--- src/hw/rtl/mlfq_pkg.sv ---
// Shared constants, command and status codes, FSM and datapath op types
// for the multilevel feedback-queue scheduler. No dependencies.
`default_nettype none

package mlfq_pkg;

    // Sizing
    localparam int MAX_PROCS  = 64;
    localparam int NUM_LEVELS = 4;
    localparam int LAST_LEVEL = NUM_LEVELS - 1;
    localparam int PID_W      = 6;
    localparam int LVL_W      = 2;
    localparam int IDX_W      = 7;
    localparam int SLC_W      = 4;
    localparam int CHN_W      = 8;
    localparam int CMD_W      = 3;
    localparam int STS_W      = 2;
    localparam int WOKEN_W    = 7;
    localparam int QADDR_W    = LVL_W + PID_W;
    localparam int Q_DEPTH    = NUM_LEVELS * MAX_PROCS;
    localparam int DEEP_LIMIT = 8;
    localparam int CFG_AW     = 4;
    localparam int CFG_DW     = 32;

    // Command codes
    localparam logic [CMD_W-1:0] CMD_PICK  = 3'd0;
    localparam logic [CMD_W-1:0] CMD_ADMIT = 3'd1;
    localparam logic [CMD_W-1:0] CMD_SLEEP = 3'd2;
    localparam logic [CMD_W-1:0] CMD_WAKE  = 3'd3;
    localparam logic [CMD_W-1:0] CMD_EXIT  = 3'd4;

    // Result status codes
    localparam logic [STS_W-1:0] STS_OK      = 2'd0;
    localparam logic [STS_W-1:0] STS_IDLE    = 2'd1;
    localparam logic [STS_W-1:0] STS_FULL    = 2'd2;
    localparam logic [STS_W-1:0] STS_UNKNOWN = 2'd3;

    // Register indexes and reset values
    localparam logic [1:0] CFG_LIMIT0 = 2'd0;
    localparam logic [1:0] CFG_LIMIT1 = 2'd1;
    localparam logic [1:0] CFG_LIMIT2 = 2'd2;
    localparam logic [SLC_W-1:0] LIMIT0_RST = 4'd1;
    localparam logic [SLC_W-1:0] LIMIT1_RST = 4'd2;
    localparam logic [SLC_W-1:0] LIMIT2_RST = 4'd4;

    typedef enum logic [4:0] {
        S_IDLE, S_DISPATCH, S_SW_TEST, S_SW_ID, S_SW_CNT,
        S_RM_ADJ, S_RM_RD, S_RM_WR, S_APPEND, S_EX_LVL,
        S_FD_RD, S_FD_CHK, S_WK_RD, S_WK_CHK,
        S_MF_RM, S_MF_INS, S_MF_RD, S_MF_WR, S_DONE
    } state_t;

    typedef enum logic [4:0] {
        OP_NONE, OP_LATCH, OP_RES_IDLE, OP_RES_FULL, OP_RES_UNKNOWN,
        OP_ADMIT, OP_SLEEP, OP_EXIT_START, OP_EX_LVL,
        OP_SW_NEXT, OP_SW_READ, OP_SW_SKIP, OP_GRANT_RD,
        OP_GRANT_KEEP, OP_GRANT_DEMOTE, OP_GRANT_ROTATE,
        OP_RM_ADJ, OP_RM_READ, OP_RM_WRITE, OP_APPEND,
        OP_FD_READ, OP_FD_MISS, OP_WK_READ, OP_WK_NEXT, OP_WK_HIT,
        OP_INS_ADJ, OP_MF_READ, OP_MF_WRITE, OP_MF_PUT, OP_OUT_LOAD
    } dp_op_t;

    typedef struct packed {
        logic [CMD_W-1:0] cmd;
        logic any_run;
        logic pid_used;
        logic fill0_full;
        logic sw_end;
        logic sw_last;
        logic q_run;
        logic demote;
        logic idx_end;
        logic idx_zero;
        logic q_match;
        logic scan_end;
        logic wk_match;
    } dp_stat_t;

endpackage

`default_nettype wire

--- src/hw/rtl/mlfq_process_scheduler_unit.sv ---
// Top level of the multilevel feedback-queue scheduler: streaming ports,
// slice-limit registers, controller and datapath. Uses mlfq_pkg, mlfq_ctrl, mlfq_dp.
//
//  channel   dir  word                                            handshake
//  s_        in   cmd, proc_id, wait_channel                      tvalid/tready
//  m_        out  status, granted_id, granted_level, slice_count, tvalid/tready
//                 demoted, woken_count
//  apb       in   slice_limit_level0..2 at byte 0x0, 0x4, 0x8     psel/penable
//
// One word at a time. Pick passes over queue entries and steps level by level, and on a
// demote or rotate shifts the entries behind the granted one, all on the single read
// port of the queue RAM. Wake scans all 64 slots and, per woken process, searches its
// level (match included) and shifts entries to put it at the front. Exit searches its
// level (match included) and shifts the entries behind the match. Reset is synchronous,
// no clearing pass; a finished word waits in the output register while the next word is
// accepted.
`default_nettype none

module mlfq_process_scheduler_unit (
    input  wire                                aclk,
    input  wire                                aresetn,
    input  wire                                s_tvalid,
    output logic                               s_tready,
    // [2:0] cmd, [8:3] proc_id, [16:9] wait_channel, [23:17] zero
    input  wire  [23:0]                        s_tdata,
    output logic                               m_tvalid,
    input  wire                                m_tready,
    // [1:0] status, [7:2] granted_id, [9:8] granted_level, [13:10] slice_count,
    // [14] demoted, [21:15] woken_count, [23:22] zero
    output logic [23:0]                        m_tdata,
    input  wire                                psel,
    input  wire                                penable,
    input  wire                                pwrite,
    input  wire  [mlfq_pkg::CFG_AW-1:0]        paddr,
    input  wire  [mlfq_pkg::CFG_DW-1:0]        pwdata,
    output logic [mlfq_pkg::CFG_DW-1:0]        prdata,
    output logic                               pready
);

    localparam int SW = mlfq_pkg::SLC_W;

    logic [SW-1:0] lim0_reg, lim1_reg, lim2_reg;
    logic          cfg_wr;
    logic [SW-1:0] rd_val;

    mlfq_pkg::dp_op_t   op;
    mlfq_pkg::dp_stat_t stat;

    logic [mlfq_pkg::STS_W-1:0]   o_status;
    logic [mlfq_pkg::PID_W-1:0]   o_id;
    logic [mlfq_pkg::LVL_W-1:0]   o_level;
    logic [SW-1:0]                o_count;
    logic                         o_demoted;
    logic [mlfq_pkg::WOKEN_W-1:0] o_woken;

    // Slice-limit registers
    assign pready = 1'b1;
    assign cfg_wr = psel & penable & pwrite;

    always_ff @(posedge aclk) begin
        if (!aresetn) begin
            lim0_reg <= mlfq_pkg::LIMIT0_RST;
            lim1_reg <= mlfq_pkg::LIMIT1_RST;
            lim2_reg <= mlfq_pkg::LIMIT2_RST;
        end else if (cfg_wr) begin
            case (paddr[3:2])
                mlfq_pkg::CFG_LIMIT0: lim0_reg <= pwdata[SW-1:0];
                mlfq_pkg::CFG_LIMIT1: lim1_reg <= pwdata[SW-1:0];
                mlfq_pkg::CFG_LIMIT2: lim2_reg <= pwdata[SW-1:0];
                default: begin
                end
            endcase
        end
    end

    // Register read-back
    always_comb begin
        case (paddr[3:2])
            mlfq_pkg::CFG_LIMIT0: rd_val = lim0_reg;
            mlfq_pkg::CFG_LIMIT1: rd_val = lim1_reg;
            mlfq_pkg::CFG_LIMIT2: rd_val = lim2_reg;
            default:              rd_val = '0;
        endcase
        prdata = {{(mlfq_pkg::CFG_DW - SW){1'b0}}, rd_val};
    end

    mlfq_ctrl u_ctrl (
        .aclk     (aclk),
        .aresetn  (aresetn),
        .s_tvalid (s_tvalid),
        .s_tready (s_tready),
        .m_tvalid (m_tvalid),
        .m_tready (m_tready),
        .stat     (stat),
        .op       (op)
    );

    mlfq_dp u_dp (
        .aclk        (aclk),
        .aresetn     (aresetn),
        .op          (op),
        .in_cmd      (s_tdata[2:0]),
        .in_pid      (s_tdata[8:3]),
        .in_tag      (s_tdata[16:9]),
        .lim0        (lim0_reg),
        .lim1        (lim1_reg),
        .lim2        (lim2_reg),
        .stat        (stat),
        .out_status  (o_status),
        .out_id      (o_id),
        .out_level   (o_level),
        .out_count   (o_count),
        .out_demoted (o_demoted),
        .out_woken   (o_woken)
    );

    // Pack the result word
    assign m_tdata = {2'b00, o_woken, o_demoted, o_count, o_level, o_id, o_status};

endmodule

`default_nettype wire

--- src/hw/rtl/mlfq_ram.sv ---
// Generic simple dual-port RAM: one write port, one registered read port.
// No dependencies.
`default_nettype none

module mlfq_ram #(
    parameter int WIDTH = 8,
    parameter int DEPTH = 64
) (
    input  wire                      aclk,
    input  wire                      we,
    input  wire  [$clog2(DEPTH)-1:0] waddr,
    input  wire  [WIDTH-1:0]         wdata,
    input  wire  [$clog2(DEPTH)-1:0] raddr,
    output logic [WIDTH-1:0]         rdata
);

    logic [WIDTH-1:0] mem [DEPTH];
    logic [WIDTH-1:0] rdata_reg;

    // Write and registered read
    always_ff @(posedge aclk) begin
        if (we) begin
            mem[waddr] <= wdata;
        end
        rdata_reg <= mem[raddr];
    end

    assign rdata = rdata_reg;

endmodule

`default_nettype wire

--- src/hw/rtl/mlfq_dp.sv ---
// Scheduler datapath: queue and process tables, fill counts, sweep state,
// result registers. Driven one op per cycle. Uses mlfq_pkg and mlfq_ram.
`default_nettype none

module mlfq_dp (
    input  wire                          aclk,
    input  wire                          aresetn,
    input  mlfq_pkg::dp_op_t             op,
    input  wire  [mlfq_pkg::CMD_W-1:0]   in_cmd,
    input  wire  [mlfq_pkg::PID_W-1:0]   in_pid,
    input  wire  [mlfq_pkg::CHN_W-1:0]   in_tag,
    input  wire  [mlfq_pkg::SLC_W-1:0]   lim0,
    input  wire  [mlfq_pkg::SLC_W-1:0]   lim1,
    input  wire  [mlfq_pkg::SLC_W-1:0]   lim2,
    output mlfq_pkg::dp_stat_t           stat,
    output logic [mlfq_pkg::STS_W-1:0]   out_status,
    output logic [mlfq_pkg::PID_W-1:0]   out_id,
    output logic [mlfq_pkg::LVL_W-1:0]   out_level,
    output logic [mlfq_pkg::SLC_W-1:0]   out_count,
    output logic                         out_demoted,
    output logic [mlfq_pkg::WOKEN_W-1:0] out_woken
);

    localparam int NP = mlfq_pkg::MAX_PROCS;
    localparam int NL = mlfq_pkg::NUM_LEVELS;
    localparam int PW = mlfq_pkg::PID_W;
    localparam int LW = mlfq_pkg::LVL_W;
    localparam int IW = mlfq_pkg::IDX_W;
    localparam int SW = mlfq_pkg::SLC_W;
    localparam int CW = mlfq_pkg::CHN_W;
    localparam int QW = mlfq_pkg::QADDR_W;
    localparam logic [LW-1:0] LAST = LW'(mlfq_pkg::LAST_LEVEL);
    localparam logic [IW-1:0] FULL = IW'(mlfq_pkg::MAX_PROCS);

    // Control state
    logic [NP-1:0]         used_reg, used_next;
    logic [NP-1:0]         run_reg, run_next;
    logic [NL-1:0][IW-1:0] fill_reg, fill_next;
    logic [LW-1:0]         swl_reg, swl_next;
    logic [IW-1:0]         swp_reg, swp_next;
    logic [IW-1:0]         left_reg, left_next;

    // Work registers
    logic [mlfq_pkg::CMD_W-1:0] cmd_reg, cmd_next;
    logic [PW-1:0]  pid_reg, pid_next;
    logic [CW-1:0]  tag_reg, tag_next;
    logic [LW-1:0]  lvl_reg, lvl_next;
    logic [LW-1:0]  app_reg, app_next;
    logic [IW-1:0]  idx_reg, idx_next;
    logic [IW-1:0]  scan_reg, scan_next;

    // Result being built
    logic [mlfq_pkg::STS_W-1:0]   rsts_reg, rsts_next;
    logic [PW-1:0]                rid_reg, rid_next;
    logic [LW-1:0]                rlvl_reg, rlvl_next;
    logic [SW-1:0]                rcnt_reg, rcnt_next;
    logic                         rdem_reg, rdem_next;
    logic [mlfq_pkg::WOKEN_W-1:0] rwok_reg, rwok_next;

    // Output word
    logic [mlfq_pkg::STS_W-1:0]   osts_reg;
    logic [PW-1:0]                oid_reg;
    logic [LW-1:0]                olvl_reg;
    logic [SW-1:0]                ocnt_reg;
    logic                         odem_reg;
    logic [mlfq_pkg::WOKEN_W-1:0] owok_reg;

    // RAM ports
    logic          q_we;
    logic [QW-1:0] q_waddr, q_raddr;
    logic [PW-1:0] q_wdata, q_rdata;
    logic          lv_we;
    logic [PW-1:0] lv_waddr, lv_raddr;
    logic [LW-1:0] lv_wdata, lv_rdata;
    logic          sc_we;
    logic [PW-1:0] sc_waddr, sc_raddr;
    logic [SW-1:0] sc_wdata, sc_rdata;
    logic          ch_we;
    logic [PW-1:0] ch_waddr, ch_raddr;
    logic [CW-1:0] ch_wdata, ch_rdata;

    // Derived values
    logic [IW-1:0] cur_fill, sw_fill, idx_p1, idx_m1;
    logic [SW-1:0] cnt_sat, lim_raw, lim_eff;
    logic [IW:0]   sw_span;
    logic          fill_ok;

    mlfq_ram #(.WIDTH(PW), .DEPTH(mlfq_pkg::Q_DEPTH)) u_queue (
        .aclk(aclk), .we(q_we), .waddr(q_waddr), .wdata(q_wdata),
        .raddr(q_raddr), .rdata(q_rdata)
    );
    mlfq_ram #(.WIDTH(LW), .DEPTH(NP)) u_level (
        .aclk(aclk), .we(lv_we), .waddr(lv_waddr), .wdata(lv_wdata),
        .raddr(lv_raddr), .rdata(lv_rdata)
    );
    mlfq_ram #(.WIDTH(SW), .DEPTH(NP)) u_slices (
        .aclk(aclk), .we(sc_we), .waddr(sc_waddr), .wdata(sc_wdata),
        .raddr(sc_raddr), .rdata(sc_rdata)
    );
    mlfq_ram #(.WIDTH(CW), .DEPTH(NP)) u_channel (
        .aclk(aclk), .we(ch_we), .waddr(ch_waddr), .wdata(ch_wdata),
        .raddr(ch_raddr), .rdata(ch_rdata)
    );

    // Fill of the work level and the swept level, saturating slice count
    always_comb begin
        cur_fill = fill_reg[lvl_reg];
        sw_fill  = fill_reg[swl_reg];
        idx_p1   = idx_reg + IW'(1);
        idx_m1   = idx_reg - IW'(1);
        sw_span  = {1'b0, swp_reg} + {1'b0, left_reg};
        cnt_sat  = (sc_rdata == {SW{1'b1}}) ? sc_rdata : sc_rdata + SW'(1);
        case (swl_reg)
            2'd0:    lim_raw = lim0;
            2'd1:    lim_raw = lim1;
            2'd2:    lim_raw = lim2;
            default: lim_raw = SW'(mlfq_pkg::DEEP_LIMIT);
        endcase
        lim_eff = (lim_raw == '0) ? SW'(1) : lim_raw;
        fill_ok = 1'b1;
        for (int l = 0; l < NL; l++) begin
            if (fill_reg[l] > FULL) begin
                fill_ok = 1'b0;
            end
        end
    end

    // Status to the controller
    always_comb begin
        stat.cmd        = cmd_reg;
        stat.any_run    = |(used_reg & run_reg);
        stat.pid_used   = used_reg[pid_reg];
        stat.fill0_full = fill_reg[0] >= FULL;
        stat.sw_last    = swl_reg == LAST;
        stat.sw_end     = (swl_reg == LAST) ? (left_reg == '0 || swp_reg >= sw_fill)
                                            : (swp_reg >= sw_fill);
        stat.q_run      = used_reg[q_rdata] & run_reg[q_rdata];
        stat.demote     = cnt_sat >= lim_eff;
        stat.idx_end    = idx_reg >= cur_fill;
        stat.idx_zero   = idx_reg == '0;
        stat.q_match    = q_rdata == pid_reg;
        stat.scan_end   = scan_reg == FULL;
        stat.wk_match   = used_reg[scan_reg[PW-1:0]] & ~run_reg[scan_reg[PW-1:0]]
                          & (ch_rdata == tag_reg);
    end

    // Execute the op of this cycle
    always_comb begin
        used_next = used_reg;
        run_next  = run_reg;
        fill_next = fill_reg;
        swl_next  = swl_reg;
        swp_next  = swp_reg;
        left_next = left_reg;
        cmd_next  = cmd_reg;
        pid_next  = pid_reg;
        tag_next  = tag_reg;
        lvl_next  = lvl_reg;
        app_next  = app_reg;
        idx_next  = idx_reg;
        scan_next = scan_reg;
        rsts_next = rsts_reg;
        rid_next  = rid_reg;
        rlvl_next = rlvl_reg;
        rcnt_next = rcnt_reg;
        rdem_next = rdem_reg;
        rwok_next = rwok_reg;
        q_we = 1'b0;  q_waddr = '0;  q_wdata = '0;  q_raddr = '0;
        lv_we = 1'b0; lv_waddr = '0; lv_wdata = '0; lv_raddr = '0;
        sc_we = 1'b0; sc_waddr = '0; sc_wdata = '0; sc_raddr = '0;
        ch_we = 1'b0; ch_waddr = '0; ch_wdata = '0; ch_raddr = '0;
        case (op)
            mlfq_pkg::OP_LATCH: begin
                cmd_next  = in_cmd;
                pid_next  = in_pid;
                tag_next  = in_tag;
                scan_next = '0;
                rsts_next = mlfq_pkg::STS_OK;
                rid_next  = '0;
                rlvl_next = '0;
                rcnt_next = '0;
                rdem_next = 1'b0;
                rwok_next = '0;
            end
            mlfq_pkg::OP_RES_IDLE:    rsts_next = mlfq_pkg::STS_IDLE;
            mlfq_pkg::OP_RES_FULL:    rsts_next = mlfq_pkg::STS_FULL;
            mlfq_pkg::OP_RES_UNKNOWN: rsts_next = mlfq_pkg::STS_UNKNOWN;
            mlfq_pkg::OP_ADMIT: begin
                used_next[pid_reg] = 1'b1;
                run_next[pid_reg]  = 1'b1;
                lv_we = 1'b1; lv_waddr = pid_reg;
                sc_we = 1'b1; sc_waddr = pid_reg;
                ch_we = 1'b1; ch_waddr = pid_reg;
                q_we    = 1'b1;
                q_waddr = {LW'(0), fill_reg[0][PW-1:0]};
                q_wdata = pid_reg;
                fill_next[0] = fill_reg[0] + IW'(1);
            end
            mlfq_pkg::OP_SLEEP: begin
                run_next[pid_reg] = 1'b0;
                ch_we = 1'b1; ch_waddr = pid_reg; ch_wdata = tag_reg;
            end
            mlfq_pkg::OP_EXIT_START: begin
                used_next[pid_reg] = 1'b0;
                run_next[pid_reg]  = 1'b0;
                lv_raddr = pid_reg;
            end
            mlfq_pkg::OP_EX_LVL: begin
                lvl_next = lv_rdata;
                idx_next = '0;
            end
            mlfq_pkg::OP_SW_NEXT: begin
                swp_next = '0;
                if (swl_reg != LAST) begin
                    swl_next = swl_reg + LW'(1);
                    if (swl_reg + LW'(1) == LAST) begin
                        left_next = fill_reg[LAST];
                    end
                end else begin
                    swl_next = '0;
                end
            end
            mlfq_pkg::OP_SW_READ: q_raddr = {swl_reg, swp_reg[PW-1:0]};
            mlfq_pkg::OP_SW_SKIP: begin
                swp_next = swp_reg + IW'(1);
                if (swl_reg == LAST) begin
                    left_next = left_reg - IW'(1);
                end
            end
            mlfq_pkg::OP_GRANT_RD: begin
                pid_next = q_rdata;
                sc_raddr = q_rdata;
            end
            mlfq_pkg::OP_GRANT_KEEP: begin
                rid_next  = pid_reg;
                rlvl_next = swl_reg;
                rcnt_next = cnt_sat;
                sc_we = 1'b1; sc_waddr = pid_reg; sc_wdata = cnt_sat;
                swp_next = swp_reg + IW'(1);
            end
            mlfq_pkg::OP_GRANT_DEMOTE: begin
                rid_next  = pid_reg;
                rlvl_next = swl_reg;
                rcnt_next = cnt_sat;
                rdem_next = 1'b1;
                sc_we = 1'b1; sc_waddr = pid_reg;
                lv_we = 1'b1; lv_waddr = pid_reg; lv_wdata = swl_reg + LW'(1);
                lvl_next = swl_reg;
                idx_next = swp_reg;
                app_next = swl_reg + LW'(1);
            end
            mlfq_pkg::OP_GRANT_ROTATE: begin
                rid_next  = pid_reg;
                rlvl_next = swl_reg;
                rcnt_next = cnt_sat;
                sc_we = 1'b1; sc_waddr = pid_reg; sc_wdata = cnt_sat;
                lvl_next = swl_reg;
                idx_next = swp_reg;
                app_next = swl_reg;
            end
            mlfq_pkg::OP_RM_ADJ: begin
                fill_next[lvl_reg] = cur_fill - IW'(1);
                if (lvl_reg == swl_reg) begin
                    if (idx_reg < swp_reg) begin
                        swp_next = swp_reg - IW'(1);
                    end else if (lvl_reg == LAST && {1'b0, idx_reg} < sw_span
                                 && left_reg != '0) begin
                        left_next = left_reg - IW'(1);
                    end
                end
            end
            mlfq_pkg::OP_RM_READ: q_raddr = {lvl_reg, idx_p1[PW-1:0]};
            mlfq_pkg::OP_RM_WRITE: begin
                q_we = 1'b1; q_waddr = {lvl_reg, idx_reg[PW-1:0]}; q_wdata = q_rdata;
                idx_next = idx_p1;
            end
            mlfq_pkg::OP_APPEND: begin
                q_we    = 1'b1;
                q_waddr = {app_reg, fill_reg[app_reg][PW-1:0]};
                q_wdata = pid_reg;
                fill_next[app_reg] = fill_reg[app_reg] + IW'(1);
            end
            mlfq_pkg::OP_FD_READ: q_raddr = {lvl_reg, idx_reg[PW-1:0]};
            mlfq_pkg::OP_FD_MISS: idx_next = idx_p1;
            mlfq_pkg::OP_WK_READ: begin
                ch_raddr = scan_reg[PW-1:0];
                lv_raddr = scan_reg[PW-1:0];
            end
            mlfq_pkg::OP_WK_NEXT: scan_next = scan_reg + IW'(1);
            mlfq_pkg::OP_WK_HIT: begin
                run_next[scan_reg[PW-1:0]] = 1'b1;
                sc_we = 1'b1; sc_waddr = scan_reg[PW-1:0];
                pid_next  = scan_reg[PW-1:0];
                lvl_next  = lv_rdata;
                idx_next  = '0;
                rwok_next = rwok_reg + mlfq_pkg::WOKEN_W'(1);
            end
            mlfq_pkg::OP_INS_ADJ: begin
                fill_next[lvl_reg] = fill_reg[lvl_reg] + IW'(1);
                if (lvl_reg == swl_reg) begin
                    if (swp_reg != '0) begin
                        swp_next = swp_reg + IW'(1);
                    end else if (lvl_reg == LAST) begin
                        left_next = left_reg + IW'(1);
                    end
                end
            end
            mlfq_pkg::OP_MF_READ: q_raddr = {lvl_reg, idx_m1[PW-1:0]};
            mlfq_pkg::OP_MF_WRITE: begin
                q_we = 1'b1; q_waddr = {lvl_reg, idx_reg[PW-1:0]}; q_wdata = q_rdata;
                idx_next = idx_m1;
            end
            mlfq_pkg::OP_MF_PUT: begin
                q_we = 1'b1; q_waddr = {lvl_reg, PW'(0)}; q_wdata = pid_reg;
                scan_next = scan_reg + IW'(1);
            end
            default: begin
            end
        endcase
    end

    // Control state with reset
    always_ff @(posedge aclk) begin
        if (!aresetn) begin
            used_reg <= '0;
            run_reg  <= '0;
            fill_reg <= '0;
            swl_reg  <= '0;
            swp_reg  <= '0;
            left_reg <= '0;
        end else begin
            used_reg <= used_next;
            run_reg  <= run_next;
            fill_reg <= fill_next;
            swl_reg  <= swl_next;
            swp_reg  <= swp_next;
            left_reg <= left_next;
        end
    end

    // Work and result registers
    always_ff @(posedge aclk) begin
        cmd_reg  <= cmd_next;
        pid_reg  <= pid_next;
        tag_reg  <= tag_next;
        lvl_reg  <= lvl_next;
        app_reg  <= app_next;
        idx_reg  <= idx_next;
        scan_reg <= scan_next;
        rsts_reg <= rsts_next;
        rid_reg  <= rid_next;
        rlvl_reg <= rlvl_next;
        rcnt_reg <= rcnt_next;
        rdem_reg <= rdem_next;
        rwok_reg <= rwok_next;
        if (op == mlfq_pkg::OP_OUT_LOAD) begin
            osts_reg <= rsts_reg;
            oid_reg  <= rid_reg;
            olvl_reg <= rlvl_reg;
            ocnt_reg <= rcnt_reg;
            odem_reg <= rdem_reg;
            owok_reg <= rwok_reg;
        end
    end

    assign out_status  = osts_reg;
    assign out_id      = oid_reg;
    assign out_level   = olvl_reg;
    assign out_count   = ocnt_reg;
    assign out_demoted = odem_reg;
    assign out_woken   = owok_reg;

`ifndef SYNTHESIS
    // No level ever holds more entries than there are slots
    a_fill_bound: assert property (@(posedge aclk) disable iff (!aresetn) fill_ok)
        else $error("level fill above slot count");
`endif

endmodule

`default_nettype wire

--- src/hw/rtl/mlfq_ctrl.sv ---
// Scheduler controller: FSM that sequences datapath ops and owns the
// input and output handshakes. Uses mlfq_pkg.
`default_nettype none

module mlfq_ctrl (
    input  wire                 aclk,
    input  wire                 aresetn,
    input  wire                 s_tvalid,
    output logic                s_tready,
    output logic                m_tvalid,
    input  wire                 m_tready,
    input  mlfq_pkg::dp_stat_t  stat,
    output mlfq_pkg::dp_op_t    op
);

    mlfq_pkg::state_t state_reg, state_next;
    logic             ovld_reg, ovld_next;

    // State and output-valid registers
    always_ff @(posedge aclk) begin
        if (!aresetn) begin
            state_reg <= mlfq_pkg::S_IDLE;
            ovld_reg  <= 1'b0;
        end else begin
            state_reg <= state_next;
            ovld_reg  <= ovld_next;
        end
    end

    // Next state and op
    always_comb begin
        state_next = state_reg;
        op         = mlfq_pkg::OP_NONE;
        s_tready   = 1'b0;
        case (state_reg)
            mlfq_pkg::S_IDLE: begin
                s_tready = 1'b1;
                if (s_tvalid) begin
                    op         = mlfq_pkg::OP_LATCH;
                    state_next = mlfq_pkg::S_DISPATCH;
                end
            end
            mlfq_pkg::S_DISPATCH: begin
                state_next = mlfq_pkg::S_DONE;
                case (stat.cmd)
                    mlfq_pkg::CMD_PICK: begin
                        if (!stat.any_run) begin
                            op = mlfq_pkg::OP_RES_IDLE;
                        end else begin
                            state_next = mlfq_pkg::S_SW_TEST;
                        end
                    end
                    mlfq_pkg::CMD_ADMIT: begin
                        if (stat.pid_used || stat.fill0_full) begin
                            op = mlfq_pkg::OP_RES_FULL;
                        end else begin
                            op = mlfq_pkg::OP_ADMIT;
                        end
                    end
                    mlfq_pkg::CMD_SLEEP: begin
                        op = stat.pid_used ? mlfq_pkg::OP_SLEEP : mlfq_pkg::OP_RES_UNKNOWN;
                    end
                    mlfq_pkg::CMD_WAKE: state_next = mlfq_pkg::S_WK_RD;
                    mlfq_pkg::CMD_EXIT: begin
                        if (stat.pid_used) begin
                            op         = mlfq_pkg::OP_EXIT_START;
                            state_next = mlfq_pkg::S_EX_LVL;
                        end else begin
                            op = mlfq_pkg::OP_RES_UNKNOWN;
                        end
                    end
                    default: state_next = mlfq_pkg::S_DONE;
                endcase
            end
            mlfq_pkg::S_SW_TEST: begin
                if (stat.sw_end) begin
                    op = mlfq_pkg::OP_SW_NEXT;
                end else begin
                    op         = mlfq_pkg::OP_SW_READ;
                    state_next = mlfq_pkg::S_SW_ID;
                end
            end
            mlfq_pkg::S_SW_ID: begin
                if (!stat.q_run) begin
                    op         = mlfq_pkg::OP_SW_SKIP;
                    state_next = mlfq_pkg::S_SW_TEST;
                end else begin
                    op         = mlfq_pkg::OP_GRANT_RD;
                    state_next = mlfq_pkg::S_SW_CNT;
                end
            end
            mlfq_pkg::S_SW_CNT: begin
                if (stat.sw_last) begin
                    op         = mlfq_pkg::OP_GRANT_ROTATE;
                    state_next = mlfq_pkg::S_RM_ADJ;
                end else if (stat.demote) begin
                    op         = mlfq_pkg::OP_GRANT_DEMOTE;
                    state_next = mlfq_pkg::S_RM_ADJ;
                end else begin
                    op         = mlfq_pkg::OP_GRANT_KEEP;
                    state_next = mlfq_pkg::S_DONE;
                end
            end
            mlfq_pkg::S_RM_ADJ: begin
                op         = mlfq_pkg::OP_RM_ADJ;
                state_next = mlfq_pkg::S_RM_RD;
            end
            mlfq_pkg::S_RM_RD: begin
                if (stat.idx_end) begin
                    state_next = (stat.cmd == mlfq_pkg::CMD_PICK) ? mlfq_pkg::S_APPEND
                                                                  : mlfq_pkg::S_DONE;
                end else begin
                    op         = mlfq_pkg::OP_RM_READ;
                    state_next = mlfq_pkg::S_RM_WR;
                end
            end
            mlfq_pkg::S_RM_WR: begin
                op         = mlfq_pkg::OP_RM_WRITE;
                state_next = mlfq_pkg::S_RM_RD;
            end
            mlfq_pkg::S_APPEND: begin
                op         = mlfq_pkg::OP_APPEND;
                state_next = mlfq_pkg::S_DONE;
            end
            mlfq_pkg::S_EX_LVL: begin
                op         = mlfq_pkg::OP_EX_LVL;
                state_next = mlfq_pkg::S_FD_RD;
            end
            mlfq_pkg::S_FD_RD: begin
                if (stat.idx_end) begin
                    state_next = (stat.cmd == mlfq_pkg::CMD_WAKE) ? mlfq_pkg::S_MF_INS
                                                                  : mlfq_pkg::S_DONE;
                end else begin
                    op         = mlfq_pkg::OP_FD_READ;
                    state_next = mlfq_pkg::S_FD_CHK;
                end
            end
            mlfq_pkg::S_FD_CHK: begin
                if (stat.q_match) begin
                    state_next = (stat.cmd == mlfq_pkg::CMD_WAKE) ? mlfq_pkg::S_MF_RM
                                                                  : mlfq_pkg::S_RM_ADJ;
                end else begin
                    op         = mlfq_pkg::OP_FD_MISS;
                    state_next = mlfq_pkg::S_FD_RD;
                end
            end
            mlfq_pkg::S_WK_RD: begin
                if (stat.scan_end) begin
                    state_next = mlfq_pkg::S_DONE;
                end else begin
                    op         = mlfq_pkg::OP_WK_READ;
                    state_next = mlfq_pkg::S_WK_CHK;
                end
            end
            mlfq_pkg::S_WK_CHK: begin
                if (stat.wk_match) begin
                    op         = mlfq_pkg::OP_WK_HIT;
                    state_next = mlfq_pkg::S_FD_RD;
                end else begin
                    op         = mlfq_pkg::OP_WK_NEXT;
                    state_next = mlfq_pkg::S_WK_RD;
                end
            end
            mlfq_pkg::S_MF_RM: begin
                op         = mlfq_pkg::OP_RM_ADJ;
                state_next = mlfq_pkg::S_MF_INS;
            end
            mlfq_pkg::S_MF_INS: begin
                op         = mlfq_pkg::OP_INS_ADJ;
                state_next = mlfq_pkg::S_MF_RD;
            end
            mlfq_pkg::S_MF_RD: begin
                if (stat.idx_zero) begin
                    op         = mlfq_pkg::OP_MF_PUT;
                    state_next = mlfq_pkg::S_WK_RD;
                end else begin
                    op         = mlfq_pkg::OP_MF_READ;
                    state_next = mlfq_pkg::S_MF_WR;
                end
            end
            mlfq_pkg::S_MF_WR: begin
                op         = mlfq_pkg::OP_MF_WRITE;
                state_next = mlfq_pkg::S_MF_RD;
            end
            mlfq_pkg::S_DONE: begin
                if (!ovld_reg || m_tready) begin
                    op         = mlfq_pkg::OP_OUT_LOAD;
                    state_next = mlfq_pkg::S_IDLE;
                end
            end
            default: state_next = mlfq_pkg::S_IDLE;
        endcase
    end

    // Output word valid: set on load, drop when taken
    always_comb begin
        if (op == mlfq_pkg::OP_OUT_LOAD) begin
            ovld_next = 1'b1;
        end else if (m_tready) begin
            ovld_next = 1'b0;
        end else begin
            ovld_next = ovld_reg;
        end
    end

    assign m_tvalid = ovld_reg;

`ifndef SYNTHESIS
    // An accepted word always starts work
    a_accept_leaves_idle: assert property (@(posedge aclk) disable iff (!aresetn)
        (s_tvalid && s_tready) |=> (state_reg == mlfq_pkg::S_DISPATCH))
        else $error("accepted word did not start work");

    // A finished word with a free output slot is loaded and the FSM returns
    a_done_loads: assert property (@(posedge aclk) disable iff (!aresetn)
        (state_reg == mlfq_pkg::S_DONE && (!ovld_reg || m_tready))
        |=> (ovld_reg && state_reg == mlfq_pkg::S_IDLE))
        else $error("finished word not loaded");

    // Output valid rises only out of the done state
    a_valid_from_done: assert property (@(posedge aclk) disable iff (!aresetn)
        $rose(ovld_reg) |-> $past(state_reg == mlfq_pkg::S_DONE))
        else $error("output valid without finished word");
`endif

endmodule

`default_nettype wire

--- config.mk ---
export PLATFORM = sky130hd
export DESIGN_NAME = mlfq_process_scheduler_unit
export DESIGN_NICKNAME = d
export VERILOG_FILES = /design/src/hw/rtl/mlfq_pkg.sv /design/src/hw/rtl/mlfq_process_scheduler_unit.sv /design/src/hw/rtl/mlfq_ram.sv /design/src/hw/rtl/mlfq_dp.sv /design/src/hw/rtl/mlfq_ctrl.sv
export SDC_FILE = /design/constraint.sdc
export NUM_CORES = 2
export LEC_CHECK = 0
export BUFFER_PORTS_ARGS = -buffer_cell sky130_fd_sc_hd__buf_2
export CAP_MARGIN = 20
export CORE_MARGIN = 10
export CORE_UTILIZATION = 60
export CTS_BUF_LIST = sky130_fd_sc_hd__clkbuf_16
export CTS_CLUSTER_DIAMETER = 80
export DETAILED_ROUTE_END_ITERATION = 12
export PLACE_DENSITY = 0.76
export SYNTH_ARGS = -nofsm -noshare
export SYNTH_HDL_FRONTEND = slang
export SYNTH_SLANG_ARGS = --single-unit
--- constraint.sdc ---
create_clock -name aclk -period 17.7 [get_ports aclk]
set_clock_uncertainty 0.15 [all_clocks]
set_input_delay 0.885 -clock aclk [delete_from_list [all_inputs] [get_ports aclk]]
set_output_delay 0.885 -clock aclk [all_outputs]
set_load 0.02 [all_outputs]
; ---- Yosys cells after proc, flatten, opt, wreduce, memory -nomap -nowiden
; Memory sizes are Yosys's and may differ from the RTL's. A register that Yosys moved wholly into a read port is not among the register bits.
; Cells that the tools add are included.
[classes]
eq_ne = 78
bitwise = 13
reduce_logical = 60
addsub = 15
mux = 127
order_cmp = 16
[op_table]
columns = op, count
row1 = $and A64 B64 Y64, 3
row2 = $or A64 B64 Y64, 3
row3 = $pmux W64 S3, 1
row4 = $pmux W64 S2, 1
row5 = $mux W7, 18
row6 = $pmux W7 S4, 4
row7 = $mux W5, 20
row8 = $pmux W5 S18, 1
row9 = $eq A5 B5 Y1 const B, 17
row10 = $pmux W5 S17, 1
row11 = $bwmux W28, 3
row12 = $eq A5 B4 Y1 const B, 16
row13 = $not A64 Y64, 1
row14 = $pmux W8 S4, 2
row15 = $reduce_or A64 Y1, 1
row16 = $pmux W21 S3, 1
row17 = $add A7 B1 Y7 const B, 8
row18 = $pmux W6 S2, 4
row19 = $bmux W7 S2, 3
row20 = $eq A5 B3 Y1 const B, 8
row21 = $bmux W1 S6, 5
row22 = $demux W7 S2, 2
row23 = $pmux W7 S2, 2
row24 = $sub A7 B1 Y7 const B, 4
row25 = other kinds (63), 180
[word_totals]
elab_cells = 346
regBits = 269
out_inout_bits = 59
input_bits = 67
mem_count = 4
ram_bits = 2432
[memory_table]
columns = memory, words, width, rd, rd_clocked_by_memory_dff, write_ports, line_no
row1 = u_dp.u_queue.mem, 256, 6, 1, 1, 1, mlfq_ram.sv:17  ; logic [WIDTH-1:0] mem [DEPTH];
row2 = u_dp.u_channel.mem, 64, 8, 1, 1, 1, mlfq_ram.sv:17
row3 = u_dp.u_slices.mem, 64, 4, 1, 1, 1, mlfq_ram.sv:17
row4 = u_dp.u_level.mem, 64, 2, 1, 1, 1, mlfq_ram.sv:17

; ---- Depth between registers and ports, before layout
[logic_depth]
ltp_word = 13
mapped_depth = 27
depth_no_buf = 25

; ---- By module
; A second synthesis with hierarchy kept.
[unflattened]
cells_unflattened = 7174
area_unflattened_um2 = 115642.2
[modules_own_cells]
columns = module, instances, seq_area_each_um2, area_per_inst_um2, cells_per_inst
row1 = mlfq_ram at u_dp.u_queue, 1, 46244.4, 60073.9, 2964
row2 = mlfq_ram at u_dp.u_channel, 1, 15534.9, 20190.6, 972
row3 = mlfq_dp, 1, 5815.6, 17663.2, 2136
row4 = mlfq_ram at u_dp.u_slices, 1, 7767.4, 10407.5, 521
row5 = mlfq_ram at u_dp.u_level, 1, 3883.7, 5397.7, 324
row6 = mlfq_ctrl, 1, 120.1, 1067.3, 157
row7 = mlfq_process_scheduler_unit, 1, 240.2, 842.1, 100

; ---- Least setup slack after synthesis
; Ideal clock, no wire load.
[synth_path]
path_kind = reg-to-reg
start = register u_dp.pid_reg[2]
end = memory u_dp.u_queue.mem[0][0] (netlist bit) (data pin)
stages_incl_launch_ff = 12
synth_period_minus_slack_ns = 6.390
setup_time_ns = 0.864
path_buffers = 4
slack_ns = 11.310
arrival_ns = 5.375
required_time_ns = 16.686
path_cell_list = edfxtp_1 -> buf_6 -> buf_6 -> mux2_4 -> a22oi_2 -> a21oi_1 -> o21a_1 -> nor4bb_1 -> buf_2 -> or3_1 -> clkbuf_1 -> a22o_1
[synth_via]
elab_chain_len = 9
word_cells_on_any_way = 18
cone_classes = eq/ne: 6 / mux: 9 / reduce/logical: 3
[synth_lines]
columns = item, line_no
row1 = "start, declared", mlfq_dp.sv:45  ; logic [PW-1:0] pid_reg, pid_next;
row2 = "start signal, assigned", mlfq_dp.sv:344  ; pid_reg <= pid_next;
row3 = $bmux W1 S6, mlfq_dp.sv:132  ; stat.pid_used = used_reg[pid_reg];
row4 = $mux W1 (not written as such), mlfq_dp.sv:132
row5 = $logic_or A1 B1 Y1, mlfq_ctrl.sv:54  ; if (stat.pid_used || stat.fill0_full) begin
row6 = $mux W3, mlfq_ctrl.sv:54
row7 = $pmux W5 S4, mlfq_ctrl.sv:45  ; case (stat.cmd)
row8 = $pmux W5 S18 *, mlfq_ctrl.sv:35  ; case (state_reg)
row9 = $eq A5 B5 Y1 or $eq A5 B3 Y1 (tied branches), mlfq_dp.sv:172  ; case (op)
row10 = $reduce_or A3 Y1 (no line) or $reduce_or A2 Y1 (tied branches), -
row11 = $pmux W6 S2 *, mlfq_dp.sv:172
row12 = via u_dp.q_wdata[0], mlfq_dp.sv:71  ; logic [PW-1:0] q_wdata, q_rdata;
row13 = "end, declared", mlfq_ram.sv:17
; The timed path passes the listed nets; every way through them passes the cells marked *. The select of a mux whose other input is x is not followed.

; ---- Final worst setup path
[layout_path]
start = register u_dp.lvl_reg[0]
end = register u_dp.u_queue.rdata_reg[0], in the netlist u_dp.u_queue.rdata[0], read port of u_dp.u_queue.mem
[layout_via]
elab_chain_len = 7
word_cells_on_any_way = 11
cone_classes = order compare: 1 / eq/ne: 4 / mux: 6
[layout_lines]
columns = item, line_no
row1 = "start, declared", mlfq_dp.sv:47  ; logic [LW-1:0] lvl_reg, lvl_next;
row2 = "start signal, assigned", mlfq_dp.sv:346  ; lvl_reg <= lvl_next;
row3 = $bmux W7 S2, mlfq_dp.sv:107  ; cur_fill = fill_reg[lvl_reg];
row4 = $mux W7 (not written as such), mlfq_dp.sv:107
row5 = $ge A7 B7 Y1, mlfq_dp.sv:139  ; stat.idx_end = idx_reg >= cur_fill;
row6 = $mux W5 (on tied branches), "mlfq_ctrl.sv:109, mlfq_ctrl.sv:130"
row7 = $pmux W5 S18, mlfq_ctrl.sv:35
row8 = $eq A5 B5 Y1 or $eq A5 B4 Y1 (tied branches), mlfq_dp.sv:172
row9 = $pmux W8 S4 *, mlfq_dp.sv:172
row10 = "end, declared", mlfq_ram.sv:18  ; logic [WIDTH-1:0] rdata_reg;
; Mark *: on every way between the ends. The rest lies on a longest branch, timed or not. The select of a mux whose other input is x is not followed.
; A chain may end at the register's enable or synchronous reset.

==> metrics.md <==
| Metric | Value |
|---|---|
| Root Driver | clkbuf_16 |
| Mapped Area | about 120000 µm² |
| First-pass GRT wire length | 457.2 mm |
| Synthesis warning total | 0 |
| VDD IR max | 0.0001218 V |
| Clk slew on worst S/H paths | 0.06 ns |
| Actual slew at the worst max-slew pin | roughly 1.2 ns |
| Fin Setup TNS | 0 ns |
| Final Setup Violations | 0 |
| Io pins | between 100 and 150 |
| RSZ-0062 raised after global routing | false |
| Post-DP Area | 118500 µm² |
| CTS H-Tree Depth | 5 |
| Crit. End Element | flop |
| Via density | between 6 and 7 |
| Yosys cell types | 104 |
| Final nets | 7801 |
| CP required | roughly 18 ns |
| Max frequency | 0.1247 GHz |
| Longest Clk Path Bufs | 4 |
| CTS resizes | 0 |
| Max_cap viols | 0 |
| GRT Overall Usage | 0.2863 |
| Synth Flop Type | edfxtp_1 |
| Drt drc | 0 |
| Crit path kind | reg2reg |
| Cells after Synth | ~7700 |
| Period utilization | 0.4532 |
| Combinational Power Share | 0.165 |
| EDFF count, synth | 2511 |
| Hold slack | 0.06222 ns |
| Site row count | 161 |
| Synth async-reset ratio | 0 |
| Post-route ant nets | 0 |
| Final WL | 308.8 mm |
| Hold Path Class | in2reg |
| RePlAce Congestion | 1.033 |
| Max FO, Critical Path | 93 |
| Layout cell share with drive strength beyond 1 | 0.1590 |
| Status | finished clean |
| Post-synthesis average cell area | 15.09 µm² |
| Die Wd | 459.8 µm |
| Clock latency on the worst-skew pair | around 0.93 ns |
| Hpwl dp | 182.4 mm |
| Final Max Slew Viols | 0 |
| Die Y | 459.8 µm |
| Clock power share | 0.371 |
| Final Hold Vio Count | 0 |
| Switch Pwr | 4287 µW |
| Area taken by flip-flops and latches | 79610 µm² |
| Top reg by flops | u_dp.u_queue.mem |
| Design Area, Final | 128000 µm² |
| Largest registers | u_dp.u_queue.mem: 1536 flops, u_dp.u_channel.mem: 512 flops, u_dp.u_slices.mem: 256 flops |
| Vias in the first global route | 70630 |
| Internal power | around 11000 µW |
| Max transition margin | 0.1951 |
| Die ar. | around 210000 µm² |
| Static leakage | 0.04133 µW |
| Initial drt markers | about 11000 |
| Footprint of the multi-input gates | 34160 µm² |
| Port bufs | 57 |
| Startpoint types | flop |
| Clk sinks | 2721 |
| Grt ovf | 0 |
| WL/cell | 29.69 µm |
| CP arrival | 8.57 ns |
| Commonest non-fill, non-tap cell in the layout | edfxtp_1 |
| Antenna violations before repair | 3 |
| Area Growth Syn to Fin | 10.28% |
| DRT Pass-1 Iters | 9 |
| Register area share after synthesis | 0.6861 |
| Sequential Power Share | 0.464 |
| Pwr dens | 122.6 nW/µm² |
| Seq cells post-synth | between 2000 and 3000 |
| Largest net degree at the start of global routing | ~250 |
| Largest register FFs | 1536 |
| Tmin final | 8.022 ns |
| Initial Utilization | 0.6031 |
| Most frequent cells in the layout | edfxtp_1 (2511), nand2_1 (897), nor2_1 (742) |
| CTS tree | yes |
| Vias | 71730 |
| Fill cell count | roughly 12000 |
| Switching share of total power | 0.2732 |
| Total CTS buffers | 288 |
| Core Area | 192400 µm² |
-- area by class of cell --
class,count,share of cell area
Timing Repair Buffer,216,0.01420
Tap cell,2526,0.02470
Multi-Input combinational cell,4381,0.2670
Antenna cell,7,0.0001369
Inverter,61,0.001829
Sequential cell,2721,0.6222
Clock inverter,193,0.01171
Clock buffer,298,0.05828
-- power groups by stage --
stage          registers (µW)  logic, µW  clock network, µW
2_1_floorplan            7380       1700                  0
3_3_place_gp             7410       2440                  0
3_5_place_dp             7410       2490                  0
4_1_cts                  7280       2520               5860
5_1_grt                  7280       2710               6100
6_report                 7280       2590               5820
-- metal layers --
layer	share of wire	wire length (µm)	GRT usage
met5	0.00036	110	0.002714
met4	0.055	17130	0.1442
met3	0.11	34540	0.06070
met2	0.47	144200	0.4453
met1	0.37	112900	0.3860
-- cells by family after synthesis --
| group | Yosys count | share of synthesized area |
|---|---|---|
| and+or+nand+nor | 2159 | 0.07999 |
| other | 2 | 0.00006472 |
| DFF | 2721 | 0.6861 |
| buffers and inverters | 616 | 0.02304 |
| muxes | 765 | 0.1229 |
| xor gates and xnor gates | 66 | 0.004982 |
| adders and majority gates | 65 | 0.007203 |
| AOI/OAI and AO/OA | 1295 | 0.07576 |
-- critical path: stages (launching register included) --
cell	delay, ns
edfxtp_1	0.78
buf_8	0.24
mux4_2	0.59
ha_1	0.29
nand2b_1	0.14
a211o_1	0.28
a211oi_1	0.27
buf_4	0.25
and4_1	0.36
a21oi_1	0.11
o211ai_1	0.11
buf_4	0.42
buf_4	0.72
buf_12	0.51
mux4_2	0.61
and2_1	0.18
a211oi_1	0.40
a311oi_1	0.13
a311o_1	0.43
nand3_1	0.20
nand4_1	0.24
-- metrics by stage --
step / instances / setup slack (ns) / utilization / total power [µW]
detailed placement: 9878 / 9.624 / 0.6161 / 9902
CTS: 10380 / 9.537 / 0.6631 / 15660
finish: 10400 / 9.678 / 0.6651 / 15690
global route: 10400 / 9.335 / 0.6650 / 16090
floorplan: 7718 / 11.31 / - / 9086
global placement: 9877 / 9.651 / 0.6160 / 9852
-- Yosys cell counts, drive strengths merged, types with 57 or more instances --
| library cell | count | share of area |
|---|---|---|
| mux4 | 521 | 0.10 |
| nand2b | 60 | 0.0032 |
| a221oi | 66 | 0.0050 |
| o21ai | 227 | 0.0098 |
| buf | 224 | 0.010 |
| ha | 62 | 0.0067 |
| a31oi | 84 | 0.0046 |
| clkbuf | 331 | 0.011 |
| a211oi | 162 | 0.011 |
| a21oi | 296 | 0.013 |
| and2 | 68 | 0.0037 |
| edfxtp | 2511 | 0.65 |
| inv | 57 | 0.0019 |
| a311oi | 58 | 0.0044 |
| mux2i | 186 | 0.016 |
| dfxtp | 210 | 0.036 |
| o211ai | 84 | 0.0054 |
| mux2 | 58 | 0.0057 |
| nor2 | 754 | 0.024 |
| nand2 | 904 | 0.029 |
| nand3 | 131 | 0.0057 |
-- path summary, 6_finish.rpt --
| kind | end | slack (ns) | from | depth (start not counted) |
|---|---|---|---|---|
| worst max register to register | u_dp.u_queue.rdata[0] | 9.68 | u_dp.lvl_reg[0] | 20 |
| worst min-delay path | u_dp.tag_reg[2] | 0.06 | s_tdata[11] | 1 |
| worst min register to register | u_dp.out_status[0] | 0.27 | u_dp.rsts_reg[0] | 0 |
| worst max-delay path | u_dp.u_queue.rdata[0] | 9.68 | u_dp.lvl_reg[0] | 20 |
-- timing repair --
action / 4_1_cts / 5_1_grt
endpoints found under the hold margin: 9 / 0
hold buffers: 9 / 0
buffers inserted: 0 / 0
endpoints found under the setup margin: 0 / 0
Note: power is estimated with default switching activity, not from simulation.
